### src/design/wsta_pkg.sv
// shared constants, codes and types for the weighted server task assigner
package wsta_pkg;

  localparam int NUM_SERVERS = 16;
  localparam int IDX_W       = (NUM_SERVERS > 1) ? $clog2(NUM_SERVERS) : 1;
  localparam int CNT_W       = 5;
  localparam int OP_W        = 2;
  localparam int SIDX_W      = 4;
  localparam int WEIGHT_W    = 16;
  localparam int DUR_W       = 16;
  localparam int TIME_W      = 32;

  localparam logic [TIME_W-1:0] TIME_MAX = {TIME_W{1'b1}};
  localparam logic [CNT_W-1:0]  SERVERS_RESET = CNT_W'(16);

  localparam logic [OP_W-1:0] OP_LOAD  = 2'd0;
  localparam logic [OP_W-1:0] OP_TASK  = 2'd1;
  localparam logic [OP_W-1:0] OP_CLEAR = 2'd2;

  typedef struct packed {
    logic [IDX_W-1:0]    idx;
    logic [TIME_W-1:0]   start;
    logic [WEIGHT_W-1:0] weight;
  } scan_best_t;

  typedef struct packed {
    logic             first;
    logic             en;
    logic [IDX_W-1:0] idx;
  } scan_ctrl_t;

endpackage

### src/design/wsta_if.sv
// handshake interfaces for the task input and result output channels
interface wsta_task_if;
  logic                           valid;
  logic                           ready;
  logic [wsta_pkg::OP_W-1:0]      op;
  logic [wsta_pkg::SIDX_W-1:0]    server_index;
  logic [wsta_pkg::WEIGHT_W-1:0]  weight_value;
  logic [wsta_pkg::DUR_W-1:0]     duration;

  modport source (output valid, op, server_index, weight_value, duration, input ready);
  modport sink (input valid, op, server_index, weight_value, duration, output ready);
endinterface

interface wsta_result_if;
  logic                         valid;
  logic                         ready;
  logic [wsta_pkg::SIDX_W-1:0]  assigned_server;
  logic [wsta_pkg::TIME_W-1:0]  finish_time;

  modport source (output valid, assigned_server, finish_time, input ready);
  modport sink (input valid, assigned_server, finish_time, output ready);
endinterface

### src/design/wsta_server_table.sv
// per-server weight and busy-until registers with one read port
module wsta_server_table (
  input  logic                               clk,
  input  logic                               rst,
  input  logic [wsta_pkg::IDX_W-1:0]         rd_idx,
  output logic [wsta_pkg::WEIGHT_W-1:0]      rd_weight,
  output logic [wsta_pkg::TIME_W-1:0]        rd_busy,
  input  logic                               weight_we,
  input  logic [wsta_pkg::IDX_W-1:0]         weight_idx,
  input  logic [wsta_pkg::WEIGHT_W-1:0]      weight_data,
  input  logic                               busy_we,
  input  logic [wsta_pkg::IDX_W-1:0]         busy_idx,
  input  logic [wsta_pkg::TIME_W-1:0]        busy_data,
  input  logic                               busy_clear
);

  logic [wsta_pkg::WEIGHT_W-1:0] weight [wsta_pkg::NUM_SERVERS];
  logic [wsta_pkg::TIME_W-1:0]   busy   [wsta_pkg::NUM_SERVERS];

  always_ff @(posedge clk) begin
    if (rst) begin
      for (int i = 0; i < wsta_pkg::NUM_SERVERS; i++) begin
        weight[i] <= '0;
        busy[i]   <= '0;
      end
    end else begin
      if (weight_we) begin
        weight[weight_idx] <= weight_data;
      end
      // clear item frees every server at once
      if (busy_clear) begin
        for (int i = 0; i < wsta_pkg::NUM_SERVERS; i++) begin
          busy[i] <= '0;
        end
      end else if (busy_we) begin
        busy[busy_idx] <= busy_data;
      end
    end
  end

  assign rd_weight = weight[rd_idx];
  assign rd_busy   = busy[rd_idx];

endmodule

### src/design/wsta_scan_unit.sv
// shared key comparator that keeps the best server seen so far in a scan
module wsta_scan_unit (
  input  logic                           clk,
  input  wsta_pkg::scan_ctrl_t           ctrl,
  input  logic [wsta_pkg::TIME_W-1:0]    task_clock,
  input  logic [wsta_pkg::TIME_W-1:0]    cand_busy,
  input  logic [wsta_pkg::WEIGHT_W-1:0]  cand_weight,
  output wsta_pkg::scan_best_t           best
);

  logic [wsta_pkg::TIME_W-1:0] cand_start;
  logic                        take;

  always_comb begin
    cand_start = (cand_busy > task_clock) ? cand_busy : task_clock;
    // ties on start time go to the lower weight, then the lower index
    take = ctrl.first || (cand_start < best.start) ||
           ((cand_start == best.start) && (cand_weight < best.weight));
  end

  always_ff @(posedge clk) begin
    if (ctrl.en && take) begin
      best.idx    <= ctrl.idx;
      best.start  <= cand_start;
      best.weight <= cand_weight;
    end
  end

endmodule

### src/design/weighted_server_task_assigner.sv
// top level: sequencer, task clock, config register and result register
//
//   channel  dir  handshake         payload
//   job      in   valid/ready       op, server_index, weight_value, duration
//   grant    out  valid/ready       assigned_server, finish_time
//   cfg      in   cfg_we            cfg_wdata (servers_in_use)
//
// a task is taken in, then the servers in use are scanned one at a time through the
// single comparator, and an update ends it
// load, clear and unused items are handled as they are taken in and give no result
// the result register holds a result until taken; an update waits while it is full
// no clearing pass: reset and clear items zero the busy times at once
module weighted_server_task_assigner (
  input  logic                           clk,
  input  logic                           rst,
  input  logic                           cfg_we,
  input  logic [wsta_pkg::CNT_W-1:0]     cfg_wdata,
  wsta_task_if.sink                      job,
  wsta_result_if.source                  grant
);

  typedef enum logic [1:0] {S_IDLE, S_SCAN, S_UPDATE} state_t;

  state_t                         state;
  logic [wsta_pkg::IDX_W-1:0]     scan_idx;
  logic [wsta_pkg::TIME_W-1:0]    task_clock;
  logic [wsta_pkg::CNT_W-1:0]     servers_in_use;
  logic [wsta_pkg::DUR_W-1:0]     duration;
  logic                           out_valid;
  logic [wsta_pkg::SIDX_W-1:0]    out_server;
  logic [wsta_pkg::TIME_W-1:0]    out_finish;

  logic                           accept;
  logic [wsta_pkg::IDX_W-1:0]     last_idx;
  logic                           upd_go;
  logic [wsta_pkg::TIME_W:0]      sum;
  logic [wsta_pkg::TIME_W-1:0]    finish;
  logic                           weight_we;
  logic                           busy_clear;
  logic [wsta_pkg::WEIGHT_W-1:0]  rd_weight;
  logic [wsta_pkg::TIME_W-1:0]    rd_busy;
  wsta_pkg::scan_ctrl_t           ctrl;
  wsta_pkg::scan_best_t           best;

  assign job.ready = (state == S_IDLE);
  assign accept    = job.valid && job.ready;

  always_comb begin
    // zero acts as one, anything beyond the table acts as the table size
    if (servers_in_use == '0) begin
      last_idx = '0;
    end else if (32'(servers_in_use) > wsta_pkg::NUM_SERVERS) begin
      last_idx = wsta_pkg::IDX_W'(wsta_pkg::NUM_SERVERS - 1);
    end else begin
      last_idx = wsta_pkg::IDX_W'(servers_in_use - 1'b1);
    end
    weight_we  = accept && (job.op == wsta_pkg::OP_LOAD) &&
                 (32'(job.server_index) < wsta_pkg::NUM_SERVERS);
    busy_clear = accept && (job.op == wsta_pkg::OP_CLEAR);
    upd_go     = (state == S_UPDATE) && (!out_valid || grant.ready);
    sum        = {1'b0, best.start} + (wsta_pkg::TIME_W + 1)'(duration);
    finish     = sum[wsta_pkg::TIME_W] ? wsta_pkg::TIME_MAX : sum[wsta_pkg::TIME_W-1:0];
    ctrl.en    = (state == S_SCAN);
    ctrl.first = (scan_idx == '0);
    ctrl.idx   = scan_idx;
  end

  wsta_server_table u_table (
    .clk         (clk),
    .rst         (rst),
    .rd_idx      (scan_idx),
    .rd_weight   (rd_weight),
    .rd_busy     (rd_busy),
    .weight_we   (weight_we),
    .weight_idx  (wsta_pkg::IDX_W'(job.server_index)),
    .weight_data (job.weight_value),
    .busy_we     (upd_go),
    .busy_idx    (best.idx),
    .busy_data   (finish),
    .busy_clear  (busy_clear)
  );

  wsta_scan_unit u_scan (
    .clk         (clk),
    .ctrl        (ctrl),
    .task_clock  (task_clock),
    .cand_busy   (rd_busy),
    .cand_weight (rd_weight),
    .best        (best)
  );

  always_ff @(posedge clk) begin
    if (rst) begin
      state          <= S_IDLE;
      scan_idx       <= '0;
      task_clock     <= '0;
      servers_in_use <= wsta_pkg::SERVERS_RESET;
      out_valid      <= 1'b0;
    end else begin
      if (cfg_we) begin
        servers_in_use <= cfg_wdata;
      end
      if (out_valid && grant.ready && !upd_go) begin
        out_valid <= 1'b0;
      end
      case (state)
        S_IDLE: begin
          if (accept) begin
            case (job.op)
              wsta_pkg::OP_TASK: begin
                duration <= job.duration;
                scan_idx <= '0;
                state    <= S_SCAN;
              end
              wsta_pkg::OP_CLEAR: begin
                task_clock <= '0;
              end
              default: begin
              end
            endcase
          end
        end
        S_SCAN: begin
          if (scan_idx == last_idx) begin
            state <= S_UPDATE;
          end else begin
            scan_idx <= scan_idx + 1'b1;
          end
        end
        S_UPDATE: begin
          if (upd_go) begin
            out_valid  <= 1'b1;
            out_server <= wsta_pkg::SIDX_W'(best.idx);
            out_finish <= finish;
            if (task_clock != wsta_pkg::TIME_MAX) begin
              task_clock <= task_clock + 1'b1;
            end
            scan_idx <= '0;
            state    <= S_IDLE;
          end
        end
        default: begin
          state <= S_IDLE;
        end
      endcase
    end
  end

  assign grant.valid           = out_valid;
  assign grant.assigned_server = out_server;
  assign grant.finish_time     = out_finish;

`ifndef NO_ASSERTIONS
  a_scan_bound: assert property (@(posedge clk) disable iff (rst)
    (state == S_SCAN) |-> (scan_idx <= last_idx))
    else $error("scan index beyond the servers in use");

  a_update_loads: assert property (@(posedge clk) disable iff (rst)
    upd_go |=> (out_valid && (out_finish >= $past(best.start))))
    else $error("update did not load a result at or after its start time");

  a_clock_monotonic: assert property (@(posedge clk) disable iff (rst)
    !busy_clear |=> (task_clock >= $past(task_clock)))
    else $error("task clock went back without a clear");

  a_no_busy_write_on_clear: assert property (@(posedge clk) disable iff (rst)
    busy_clear |-> !upd_go)
    else $error("clear and busy update in the same cycle");
`endif

endmodule
### src/flat_wrapper.sv
// flat-port wrapper written by rule: the top's interface ports become plain ports
module weighted_server_task_assigner_flat 
  (clk, rst, cfg_we, cfg_wdata, job_valid, job_op, job_server_index, job_weight_value, job_duration, job_ready, grant_valid, grant_assigned_server, grant_finish_time, grant_ready);
  wsta_task_if job_i ();
  wsta_result_if grant_i ();
  input  logic clk;
  input  logic rst;
  input  logic cfg_we;
  input  logic [wsta_pkg::CNT_W-1:0] cfg_wdata;
  input wire logic [$bits(job_i.valid)-1:0] job_valid;
  input wire logic [$bits(job_i.op)-1:0] job_op;
  input wire logic [$bits(job_i.server_index)-1:0] job_server_index;
  input wire logic [$bits(job_i.weight_value)-1:0] job_weight_value;
  input wire logic [$bits(job_i.duration)-1:0] job_duration;
  output wire logic [$bits(job_i.ready)-1:0] job_ready;
  output wire logic [$bits(grant_i.valid)-1:0] grant_valid;
  output wire logic [$bits(grant_i.assigned_server)-1:0] grant_assigned_server;
  output wire logic [$bits(grant_i.finish_time)-1:0] grant_finish_time;
  input wire logic [$bits(grant_i.ready)-1:0] grant_ready;
  assign job_i.valid = job_valid;
  assign job_i.op = job_op;
  assign job_i.server_index = job_server_index;
  assign job_i.weight_value = job_weight_value;
  assign job_i.duration = job_duration;
  assign job_ready = job_i.ready;
  assign grant_valid = grant_i.valid;
  assign grant_assigned_server = grant_i.assigned_server;
  assign grant_finish_time = grant_i.finish_time;
  assign grant_i.ready = grant_ready;
  weighted_server_task_assigner u_core (.clk(clk), .rst(rst), .cfg_we(cfg_we), .cfg_wdata(cfg_wdata), .job(job_i), .grant(grant_i));
endmodule
### config.mk
export PLATFORM = sky130hd
export DESIGN_NAME = weighted_server_task_assigner_flat
export DESIGN_NICKNAME = d
export VERILOG_FILES = /design/src/design/wsta_pkg.sv /design/src/design/wsta_if.sv /design/src/design/wsta_server_table.sv /design/src/design/wsta_scan_unit.sv /design/src/design/weighted_server_task_assigner.sv /design/src/flat_wrapper.sv
export SDC_FILE = /design/constraint.sdc
export NUM_CORES = 1
export LEC_CHECK = 0
export ABC_AREA = 0
export ABC_CLOCK_PERIOD_IN_PS = 9900
export BUFFER_PORTS_ARGS = -buffer_cell sky130_fd_sc_hd__clkbuf_2
export CORE_MARGIN = 2
export CORE_UTILIZATION = 63
export CTS_CLUSTER_DIAMETER = 40
export DETAILED_ROUTE_END_ITERATION = 10
export GPL_TIMING_DRIVEN = 0
export PLACE_DENSITY_LB_ADDON = 0.2
export SKIP_LAST_GASP = 1
export SYNTH_ARGS = -nofsm -noshare
export SYNTH_HDL_FRONTEND = slang
export SYNTH_SLANG_ARGS = --single-unit
### constraint.sdc
create_clock -name clk -period 9.9 [get_ports clk]
set_clock_uncertainty 0.05 [all_clocks]
set_input_delay 0 -clock clk [delete_from_list [all_inputs] [get_ports clk]]
set_output_delay 0 -clock clk [all_outputs]
set_load 0.02 [all_outputs]
Yosys cells after proc, flatten, opt, wreduce, memory -nomap -nowiden --
Memories as Yosys holds them, arrays and structs flattened. A register that Yosys moved wholly into a read port is not among the register bits. Index checks and enable logic that the tools add are counted.
Storage, ports and cells: register bits after elaboration 148, bits in writable memories 768, bits of input ports 48, output and inout port bits 38, logic and storage cells 138, memories 2
Memory list:
- u_core.u_table.busy | depth 16, width 32, rd ports 1, clocked after Yosys merged registers in 1, write ports 16, line wsta_server_table.sv:18 | logic [wsta_pkg::TIME_W-1:0] busy [wsta_pkg::NUM_SERVERS];
- u_core.u_table.weight | depth 16, width 16, rd ports 1, clocked after Yosys merged registers in 1, write ports 16, line wsta_server_table.sv:17 | logic [wsta_pkg::WEIGHT_W-1:0] weight [wsta_pkg::NUM_SERVERS];
Cells by class: add/subtract/negate cells 4, $lt $le $gt $ge 4, eq/ne operators 14, muxes and demuxes 60, bitwise gates (word level) 17, reduce and logical (&&, ||, !) cells 26
Operator list (count):
- $mux 32 | 23
- $pmux 32 s2 | 1
- $mux 4 | 12
- $add 32x16->33 | 1
- $add 32x1->32 const B | 1
- $eq 32x32->1 | 1
- $gt 32x32->1 | 1
- $lt 32x32->1 | 1
- $ne 32x32->1 const B | 1
- $reduce_or 32->1 | 1
- $mux 1 | 17
- $lt 16x16->1 | 1
- $mux 16 | 1
- $or 1x1->1 | 16
- $reduce_or 16->1 | 1
- $pmux 4 s3 | 1
- $ne 2x2->1 const B | 5
- $reduce_and 5->1 | 2
- $logic_and 1x1->1 | 8
- $mux 2 | 4
- $reduce_and 4->1 | 2
- $pmux 2 s3 | 1
- $gt 5x5->1 const B | 1
- $logic_not 5->1 | 1
- 14 further kinds | 21

Depth between registers and ports, before layout --
Gate-level depths: netlist of run 1.
depth after elaboration 9, gate-level depth with buffers 24, mapped depth without buffers 19

Hierarchy --
Synthesis of run 1 repeated with hierarchy kept, for this count alone.
Unflattened totals: cells, all modules 3108, area total of the unflattened synthesis 42484.5 um^2
By module, submodules not included:
- wsta_server_table | instances 1, cells each 2243, area each 33450.8 um^2, sequential area each 23062.1 um^2
- weighted_server_task_assigner | instances 1, cells each 504, area each 5064.9 um^2, sequential area each 2442.3 um^2
- wsta_scan_unit | instances 1, cells each 361, area each 3968.8 um^2, sequential area each 1561.5 um^2

Worst setup path before layout of run 1 --
No wires, ideal clock.
path kind reg2reg, start reg with a tool-made name, end reg u_core.u_scan.best[0] (netlist name), setup time 411 ps, arrival time 6600 ps, required time 9439 ps, path slack 2839 ps, cell stages (with the launch flop) 25, path buffers 5, period minus slack after synthesis 7061 ps, cell sequence dfxtp_1 > clkbuf_1 > clkbuf_1 > buf_1 > mux4_2 > a22oi_1 > nand2_1 > ha_1 > a211oi_1 > a21oi_1 > o311ai_0 > o211ai_1 > a21oi_1 > a31o_2 > buf_2 > clkbuf_1 > mux2_2 > ha_1 > and4_1 > nand2_1 > nor4_1 > nand4_1 > a211oi_1 > a21oi_1 > nand2_1

==> flow_summary.json, run 1 <==
{
  "synthDistinctLibCells": 75,
  "grt_start_max_net_pins": 33,
  "grt_first_pass_wirelength_um": 169000,
  "synth_edf_count": 872,
  "p_per_area_mw_per_mm2": 198,
  "layout_common_cells": "edfxtp_1 (872), nor2_1 (562), and2_1 (265)",
  "cp_top_family": "buffers and inverters",
  "hold_start": "job_weight_value[11]",
  "final_core_util_pct": 73.9,
  "root_buffer": "clkbuf_16",
  "synthXorXnorAreaFrac_pct": 0.743,
  "syn_inst": 3043,
  "rr_worst_depth": 25,
  "cp.required_ps": 10240,
  "grt_use_total_pct": 32.9,
  "synth-simple-area-share_pct": 13.0,
  "run_status": "finished clean",
  "grt.overflow.total": 0,
  "startpoint_type": "flip-flop",
  "postCtsSetupBuffers": 0,
  "p_leak_nw": 18.6,
  "power_mw": 9.79,
  "vias": 28116,
  "fp.dieW_um": 263,
  "start_util_pct": 63.4,
  "cts_sinks": 920,
  "first_pass_iters": 6,
  "numCtsBuffers": 132,
  "ir_drop_uv": 163,
  "relSlewSlack_pct": 5.43,
  "worst-path-buf-inv": 6,
  "crit_slowest_cell": "clkbuf_1",
  "fp.dieArea_mm2": 0.0694,
  "antenna_found_initial": 0,
  "hold_violations": 0,
  "path_class": "reg -> reg",
  "wirelength_um": 113000,
  "drt-initial-drc-count": 3806,
  "yosysTopAreaCell": "edfxtp_1",
  "netlist_area_mm2": 0.0424,
  "async_reset_ff_share_pct": 0,
  "synthFlopType": "edfxtp_1",
  "worstMarginPinSlew_ps": 1420,
  "path_clk_slew_ps": 50,
  "arrival_ps": 9780,
  "synthAdderAreaFrac_pct": 3.00,
  "drt.antenna.violating_nets": 0,
  "fin_crit_ps": 9440,
  "synth_top_family_by_area": "simple AND/OR/NAND/NOR gates",
  "wire_per_inst_um": 26.0,
  "avgSynthCellArea_um2": 13.9,
  "die_h_um": 263,
  "rsz0062_at_grt": "no",
  "worstPathMaxFanout": 31,
  "drive_gt1_share_pct": 19.4,
  "io_buffers": 84,
  "layout_commonest_cell": "edfxtp_1",
  "io_pins": 86,
  "insertedDiodeCount": 0,
  "setup_viol": 0,
  "maxCapViolCount": 0,
  "post-route-period-util_pct": 95.3,
  "clockBufferDepth": 3,
  "yosys_warnings": 0,
  "clk-insertion-delay-late_ps": 720,
  "drc": 0,
  "synth_mux_area_share_pct": 12.3,
  "globalplace.congestion": 0.955,
  "setup_tns_ps": 0,
  "rows": 95,
  "cts-htree-levels": 4,
  "path_common_cell": "clkbuf_1",
  "dp_hpwl_um": 78600,
  "grt_pass1_vias": 27900,
  "maxSlewViolCount": 0,
  "vias_per_cell": 6.49,
  "synth_nets": 3192,
  "synthTopCellsByArea": "edfxtp_1 (62%), mux4_2 (11%), nor2_1 (5.0%)",
  "cp_num_cells": 25,
  "core_area_mm2": 0.0669,
  "timing.fmax_ghz": 0.106,
  "cp-end-kind": "flip-flop",
  "cts_tree": "built",
  "areaGrowthSynthToFinish_pct": 16.6,
  "synth_compound_area_share_pct": 3.90,
  "ys_seq_elements": 920,
  "min_path_type": "in -> reg",
  "whs_path_depth": 3,
  "final_nets": 3500,
  "synth.top_cell.area_share_pct": 61.7,
  "ys_seq_area_share_pct": 64.0,
  "max_stage_delay_ps": 760
}
metal layers:
layer	vias up	wire, µm	track usage [%]
met5	-	0	0
met4	0	4120	13.1
met3	271	12600	6.87
met2	1941	52900	50.5
met1	14013	43100	46.9
li1	11891	-	-
worst paths after layout:
kind	endpoint	slack, ps
min	u_core.u_table.weight[12][11]	150
max reg2reg	u_core.u_scan.best[13]	460
min reg2reg	u_core.task_clock[26]	490
max	u_core.u_scan.best[13]	460
metrics by stage:
step | setup WS [ps] | hold WS (ps) | cells | area [µm²]
after floorplan | 2840 | 48.9 | 3043 | 42400
after global placement | -1130 | 128 | 4000 | 43900
after detailed placement | -175 | 129 | 4017 | 44300
after CTS | 38.4 | 115 | 4328 | 49400
after global routing | 259 | 161 | 4329 | 49500
final | 463 | 147 | 4329 | 49500
synth_stat cells, types with 9 or more instances:
master      n
nand2_1   113
mux2_2     32
o21ai_0    38
nor2b_1     9
nand2b_1   11
ha_1      100
clkbuf_1  140
nor2_1    562
a22oi_1    65
nand3_1    37
a211oi_1    9
buf_2      38
and2_1    265
nand4_1    26
edfxtp_1  872
xnor2_1    32
nor2_2     10
dfxtp_1    48
buf_1      17
a21oi_1    57
a21o_1     17
mux4_2    207
nor3_1     69
inv_1     121
and3_1     16
mux2i_1    11
power breakdown:
part	internal (mW)	switching (mW)	total, mW
Sequential	4.41	0.0541	4.46
Combinational	0.203	0.406	0.609
Clock	2.94	1.78	4.72
Total	7.55	2.24	9.79
registers in the layout, summed over array words and instances, names as in the netlist, named ones only:
register / cells
u_core.u_table.busy: 512
u_core.servers_in_use: 5
u_core.u_table.weight: 256
u_core.grant.valid: 1
u_core.task_clock: 32
u_core.u_scan.best: 52
u_core.grant.finish_time: 32
u_core.scan_idx: 4
u_core.state: 2
u_core.duration: 16
u_core.grant.assigned_server: 4
cell families (layout without fill, tap and decap cells):
group,count (synthesis),in the layout
compound gates,243,243
xor+xnor,36,36
fa+ha+maj,101,101
buf+inv,322,735
flops,920,920
mux,255,255
simple gates,1166,1166
timing repair:
action / 4_1_cts / 5_1_grt
endpoints found under the hold margin: 331 / 0
setup endpoints to repair: 52 / 52
cloned: 0 / 0
hold buffers: 72 / 0
gates resized for setup: 2 / 16
worst min-delay path, cell delays in order:
cell	delay, ps
dlygate4sd3_1	520
clkbuf_2	150
and2_1	130
area by class of cell:
type | instances | area (µm²)
multi-input cells | 1801 | 14100
flip-flops and latches | 920 | 27100
well taps | 873 | 1090
plain buffers | 201 | 857
clock inverters | 81 | 900
inverters | 121 | 454
repair buffers | 174 | 1390
fillers | 4024 | 17400
clock buffers | 158 | 3540
Note: power is estimated with default switching activity, not from simulation.
==> run 2: changes to the inputs <==
==> constraint.sdc (replaced) <==
create_clock -name clk -period 9.9 [get_ports clk]
set_clock_uncertainty 0.05 [all_clocks]
set_input_delay 0.495 -clock clk [delete_from_list [all_inputs] [get_ports clk]]
set_output_delay 0.495 -clock clk [all_outputs]
set_load 0.02 [all_outputs]
==> run 2 against run 1 <==
Effect of this change: register-to-register slack about the same; critical endpoint is now u_core.u_scan.best[5]; largest power group unchanged; critical path depth unchanged; setup slack improved by 5.4 ps.
==> flow_summary.json, run 2 (synthesis results as in run 1) <==
{
  "run_status": "finished clean",
  "post-route-period-util_pct": 95.3,
  "crit_slowest_cell": "clkbuf_1",
  "hold_violations": 0,
  "largest_register_ffs": 512,
  "timing.fmax_ghz": 0.106,
  "numCtsBuffers": 132,
  "io_buffers": 84,
  "areaGrowthSynthToFinish_pct": 15.4,
  "min_path_type": "in -> reg",
  "rows": 95,
  "reg_top3": "u_core.u_table.busy (512), u_core.u_table.weight (256), u_core.u_scan.best (52)",
  "pwr-share-seq_pct": 45.7,
  "placed_cells": 4017,
  "fp.dieW_um": 263,
  "max_stage_delay_ps": 770,
  "grt_start_max_net_pins": 33,
  "antenna_found_initial": 0,
  "core_area_mm2": 0.0669,
  "start_util_pct": 63.4,
  "fin_area_mm2": 0.0490,
  "startpoint_type": "flip-flop",
  "worstPathMaxFanout": 31,
  "p_comb_share_pct": 6.1,
  "fin_crit_ps": 9430,
  "wire_per_inst_um": 26.1,
  "relSlewSlack_pct": 2.95,
  "p_int_mw": 7.54,
  "ir_drop_uv": 164,
  "reg2reg_slack_ps": 470,
  "first_pass_iters": 7,
  "rr_worst_depth": 25,
  "p_per_area_mw_per_mm2": 200,
  "die_h_um": 263,
  "grt_pass1_vias": 27550,
  "maxCapViolCount": 0,
  "grt.overflow.total": 0,
  "layout_commonest_cell": "edfxtp_1",
  "clk-insertion-delay-late_ps": 730,
  "globalplace.congestion": 0.955,
  "p_leak_nw": 18.4,
  "clockBufferDepth": 3,
  "rsz0062_at_grt": "no",
  "n_fill_cell": 4093,
  "max_flop_register": "u_core.u_table.busy",
  "drc": 0,
  "layout_common_cells": "edfxtp_1 (872), nor2_1 (562), and2_1 (265)",
  "arrival_ps": 9770,
  "dp_hpwl_um": 78600,
  "path_clk_slew_ps": 50,
  "cts_tree": "built",
  "dpl_cell_area_mm2": 0.0443,
  "maxSlewViolCount": 0,
  "grt_use_total_pct": 32.6,
  "drive_gt1_share_pct": 19.7,
  "holdPathEnd": "u_core.u_table.weight[14][6]",
  "fp.dieArea_mm2": 0.0694,
  "insertedDiodeCount": 0,
  "swShare_pct": 22.9,
  "hold_start": "job_weight_value[6]",
  "p_sw_mw": 2.23,
  "cp.required_ps": 10240,
  "cts-htree-levels": 4,
  "cts_sinks": 920,
  "whs_path_depth": 2,
  "path_common_cell": "clkbuf_1",
  "postCtsSetupBuffers": 0,
  "final_nets": 3449,
  "grt_first_pass_wirelength_um": 168000,
  "vias": 27834,
  "cp-end-kind": "flip-flop",
  "stdcell_count": 4278,
  "rr_endpoint": "u_core.u_scan.best[5]",
  "path_class": "reg -> reg",
  "vias_per_cell": 6.51,
  "drt.antenna.violating_nets": 0,
  "drt-initial-drc-count": 3887,
  "root_buffer": "clkbuf_16",
  "io_pins": 86,
  "wirelength_um": 112000,
  "clkPwrFrac_pct": 48.3,
  "worstMarginPinSlew_ps": 1460,
  "setup_viol": 0
}
## run 2: what timing repair did
action,CTS,global route
hold buffers,21,0
gates resized for setup,2,16
setup endpoints to repair,52,52
endpoints found under the hold margin,21,0
gates cloned,0,0
## run 2: layer usage
| metal | vias up | GRT usage [%] | part of all wire, % |
|---|---|---|---|
| met1 | 13962 | 46.8 | 39 |
| met5 | - | 0 | 0 |
| met2 | 1824 | 49.7 | 47 |
| li1 | 11771 | - | - |
| met4 | 0 | 13.0 | 3.8 |
| met3 | 277 | 6.56 | 11 |
## run 2: power groups by stage
stage	Combinational, mW	Sequential, mW	Clock [mW]
6_report	0.592	4.46	4.72
5_1_grt	0.632	4.47	4.89
4_1_cts	0.584	4.46	4.73
3_5_place_dp	0.571	4.54	0
3_3_place_gp	0.539	4.53	0
2_1_floorplan	0.371	4.51	0
## run 2: worst max-delay path: cells and delay by family, from the launching register on
kind                       cells  cell delay (ps)
buffers and inverters          6             2750
and+or+nand+nor                8             2520
AOI/OAI and AO/OA              7             1800
muxes                          2              820
adders and majority gates      2              670
DFF                            1              410
## run 2: through the flow
step / hold WS (ps) / setup WS [ps] / power, mW / utilization [%] / TNS, ps
global placement: 460 / -1130 / 5.07 / 65.7 / -58430
floorplan: 425 / 2840 / 4.88 / - / 0
detailed placement: 475 / -175 / 5.11 / 66.2 / -5350
global route: 97.4 / 260 / 10.0 / 73.2 / 0
CTS: 60.6 / 38.4 / 9.78 / 73.1 / 0
finish: 97.5 / 469 / 9.77 / 73.2 / 0
## run 2: worst max path at each step
| stage | to | cells past startpoint |
|---|---|---|
| after global placement | u_core.u_scan.best[7] | 24 |
| after global routing | u_core.u_scan.best[13] | 25 |
| final | u_core.u_scan.best[5] | 25 |
| after CTS | u_core.u_scan.best[5] | 25 |
| after detailed placement | u_core.u_scan.best[6] | 25 |
| after floorplan | u_core.u_scan.best[0] | 24 |
## run 2: cell type report
cell class                      instances  area (µm²)  share of cell area (%)
Sequential cell                       920       27100                    55.4
Multi-Input combinational cell       1801       14100                    28.8
Clock buffer                          158        3540                    7.23
Tap cell                              873        1090                    2.23
Clock inverter                         81         900                    1.84
Timing Repair Buffer                  123         883                    1.80
Buffer                                201         857                    1.75
Inverter                              121         454                   0.928
